===== src/design/gsm_pkg.sv =====
`default_nettype none
package gsm_pkg;
    localparam int MAX_MAP_CELLS = 65536;
    localparam int MAX_POINTS = 1024;
    localparam int MAP_AW = $clog2(MAX_MAP_CELLS);
    localparam int PT_AW = (MAX_POINTS > 1) ? $clog2(MAX_POINTS) : 1;
    localparam int CNT_W = $clog2(MAX_POINTS + 1);

    localparam int TW = 50;
    localparam int QW = 29;
    localparam int HW = 41;
    localparam int MA_W = 34;
    localparam int MB_W = 18;
    localparam int MP_W = 52;
    localparam int LO_W = 25;
    localparam int Q_SH = 13;

    localparam logic [17:0] SCORE_MAX = 18'h3FFFF;
    localparam logic [10:0] INSIDE_MAX = 11'h7FF;

    typedef enum logic [1:0] {
        OP_MAP   = 2'd0,
        OP_POINT = 2'd1,
        OP_SCORE = 2'd2,
        OP_NONE  = 2'd3
    } t_op;

    typedef enum logic [2:0] {
        REG_MAP_WIDTH  = 3'd0,
        REG_MAP_HEIGHT = 3'd1,
        REG_NUM_POINTS = 3'd2,
        REG_ORIGIN_X   = 3'd3,
        REG_ORIGIN_Y   = 3'd4,
        REG_CPM        = 3'd5,
        REG_SENSOR_X   = 3'd6,
        REG_SENSOR_Y   = 3'd7
    } t_reg;

    typedef enum logic [1:0] {
        S_IDLE,
        S_OFF,
        S_PT,
        S_DONE
    } t_state;

    typedef struct packed {
        logic               map_wr;
        logic [MAP_AW-1:0]  map_wr_addr;
        logic [7:0]         map_wr_data;
        logic               map_rd;
        logic [MAP_AW-1:0]  map_rd_addr;
        logic               pt_wr;
        logic [PT_AW-1:0]   pt_wr_addr;
        logic [31:0]        pt_wr_x;
        logic [31:0]        pt_wr_y;
        logic               pt_rd;
        logic [PT_AW-1:0]   pt_rd_addr;
    } t_store_req;
endpackage
`default_nettype wire


===== src/design/gsm_mul.sv =====
`default_nettype none
module gsm_mul (
    input  wire logic                               i_clk,
    input  wire logic signed [gsm_pkg::MA_W-1:0]    i_a,
    input  wire logic signed [gsm_pkg::MB_W-1:0]    i_b,
    output logic signed [gsm_pkg::MP_W-1:0]         o_prod
);
    import gsm_pkg::*;

    logic signed [MP_W-1:0] r_prod;

    always_ff @(posedge i_clk) begin
        r_prod <= i_a * i_b;
    end

    assign o_prod = r_prod;
endmodule
`default_nettype wire


===== config.mk =====
export PLATFORM = sky130hd
export DESIGN_NAME = gsm_mul
export DESIGN_NICKNAME = d
export VERILOG_FILES = /design/src/design/gsm_pkg.sv /design/src/design/gsm_mul.sv
export SDC_FILE = /design/constraint.sdc
export NUM_CORES = 2
export LEC_CHECK = 0
export BUFFER_PORTS_ARGS = -buffer_cell sky130_fd_sc_hd__buf_2
export CELL_PAD_IN_SITES_DETAIL_PLACEMENT = 0
export CELL_PAD_IN_SITES_GLOBAL_PLACEMENT = 1
export CORE_MARGIN = 4
export CORE_UTILIZATION = 30
export CTS_CLUSTER_DIAMETER = 200
export DETAILED_ROUTE_END_ITERATION = 8
export GPL_ROUTABILITY_DRIVEN = 0
export PLACE_DENSITY_LB_ADDON = 0.1
export RECOVER_POWER = 100
export SYNTH_ARGS = -nofsm -noshare
export SYNTH_HDL_FRONTEND = slang
export SYNTH_SLANG_ARGS = --single-unit
export TNS_END_PERCENT = 20

===== constraint.sdc =====
create_clock -name i_clk -period 7.06 [get_ports i_clk]
set_input_delay 0.706 -clock i_clk [delete_from_list [all_inputs] [get_ports i_clk]]
set_output_delay 0.706 -clock i_clk [all_outputs]
set_load 0.01 [all_outputs]

==> results.cfg <==
[status]
status = finished clean

[worst_hold_path]
hold_start = i_b[0]
min_path_type = in2reg

[yosys]
synth_most_common_cell = inv_1
syn_area_mm2 = 0.0221
synth_top_area_frac = 0.530
synth_largest_area_cell = fa_1
synthFlopType = dfxtp_1
synth_area_per_cell_um2 = 9.09
synthTopCellsByArea = fa_1 (53%), inv_1 (11%), ha_1 (7.1%)
synth_cell_types = 55
syn_inst = 2430
synth_fp_nets = 3193
synthTopCellsByCount = inv_1 (661), fa_1 (585), nand2_1 (360), and2_1 (240), ha_1 (125)
synth_edf_count = 0
ys_async_sr_fraction = 0
ys_warn_count = 0
ys_seq_area_frac = 0.0471
ys_seq_elements = 52

[detailed_routing]
ant_nets = 0
drc = 0
vias = 16100
dr.pass1.iters = 5
finalWirelength_um = 70000
wl_per_cell_um = 19.6
viasPerCell = 4.49
first_iter_violations = 728

[finish]
nNetsFinal = 3383
area_delta_synth_final_pct = 13.7
fill_cells = 7620
largest_reg_flops = 52
finish.instance_area_mm2 = 0.0251
antenna_cells = 0
drive_gt1_frac = 0.102

[grt]
grt_pass1_wl_um = 112000
antenna_found_initial = 4
track_usage = 0.188
grt_max_degree = 28
first_global_vias = 18500
grt_overflow_total = 0

[place]
io_buffers = 104
detailed_place.area_mm2 = 0.0250
dpl.hpwl_um = 61600
post-place-ws_ns = -0.740

[floorplanning]
rows = 99
ios = 105
die_height_um = 279
die_x_um = 279
die-area_mm2 = 0.0780
initial_utilization = 0.303
core_mm2 = 0.0730

[setup_path]
path_class = in2reg
worst_setup_path_start_kind = input port
crit_path_top_delay_cell = fa_1
cpMostUsedCell = fa_1
critPathLaunch = i_b[4]
cp_max_fo = 15
crit_buf_inv = 8
arrival_ns = 7.03
cp-end-kind = flip-flop
crit_family = adder cells
cpPeakStageDelay_ns = 0.57
worstPathRequired_ns = 7.32

[run]
maxCapViolCount = 0

[sta]
fin_crit_sh = 0.959
slew_headroom = 0.586
postLayoutSetupSlackWorst_ns = 0.288
rsz0062_at_grt = no
fmax_mhz = 148
tns_ns = 0
fin_crit_ns = 6.77
hold_violations = 0
finalMaxSlewViolations = 0
tightest_slew_ns = 0.621
setup_viol = 0

[clock_network]
clkSinkCount = 52
htreeDepth = 2
cts_root_buffer = clkbuf_16
cts_tree = done
clockBufferDepth = 2
clk_pin_slew_worst_paths_ns = 0.08
cts_buffers = 5
final cells by class:
class	count	area, µm²	area share
multi-input combinational	1606	18100	0.722
inverter	661	2480	0.0988
timing repair buffer	294	2100	0.0835
tap	959	1200	0.0478
sequential	52	1040	0.0414
clock buffer	6	129	0.00513
clock inverter	2	35.0	0.00139
worst paths after layout:
kind,endpoint,slack (ns),cells after the start
min,o_prod[0],1.01,2
max,o_prod[50],0.29,25
layout by cell type (no fill, tap or decap), types with 3 or more instances in the layout:
| master | instances |
|---|---|
| buf_2 | 49 |
| a21o_1 | 31 |
| nor2b_1 | 10 |
| nor2_1 | 39 |
| ha_1 | 125 |
| nand3_1 | 4 |
| a21oi_1 | 38 |
| a211oi_1 | 3 |
| xnor2_1 | 40 |
| xor2_1 | 15 |
| nor3_1 | 6 |
| clkbuf_16 | 5 |
| clkbuf_1 | 57 |
| o21ai_1 | 3 |
| a31oi_1 | 7 |
| o21ai_0 | 21 |
| a21o_2 | 3 |
| and3_1 | 8 |
| nand2b_1 | 8 |
| o21bai_1 | 8 |
| inv_1 | 661 |
| a21oi_2 | 4 |
| fa_1 | 585 |
| nand4_1 | 9 |
| dfxtp_1 | 52 |
| nand2_1 | 360 |
| clkbuf_4 | 4 |
| buf_12 | 18 |
| o21a_1 | 3 |
| and2_1 | 238 |
| o31ai_1 | 3 |
| buf_4 | 166 |
metrics by stage:
| step | util | hold slack (ns) | instances |
|---|---|---|---|
| detailed placement | 0.343 | 1.10 | 3572 |
| global placement | 0.343 | 1.10 | 3572 |
| CTS | 0.346 | 0.890 | 3580 |
| floorplan | - | 0.828 | 2430 |
| finish | 0.344 | 1.01 | 3580 |
| global route | 0.344 | 1.03 | 3580 |
logic make-up after synthesis:
logic type,count (synthesis),synth area share
AOI/OAI and AO/OA,145,0.0464
adders and majority gates,710,0.601
DFF,52,0.0471
xor gates and xnor gates,55,0.0218
buffers and inverters,772,0.132
and+or+nand+nor,696,0.152
per-layer routing:
metal	track usage	wire length, µm	up-vias
met5	0	13	-
met1	0.259	31600	8445
li1	-	-	7277
met4	0.0307	1110	2
met3	0.0198	2410	53
met2	0.329	34900	292
timing repair:
| action | in CTS | in global routing |
|---|---|---|
| setup buffers | 0 | 0 |
| setup endpoints to repair | 3 | 4 |
| hold buffers | 0 | 0 |
| pin swaps | 0 | 0 |
| resized for setup | 2 | 3 |
| gates cloned | 0 | 0 |
Power is left out: the tool's default activity adds up to more than one toggle a clock period on the data nets, which glitch-free logic cannot reach.
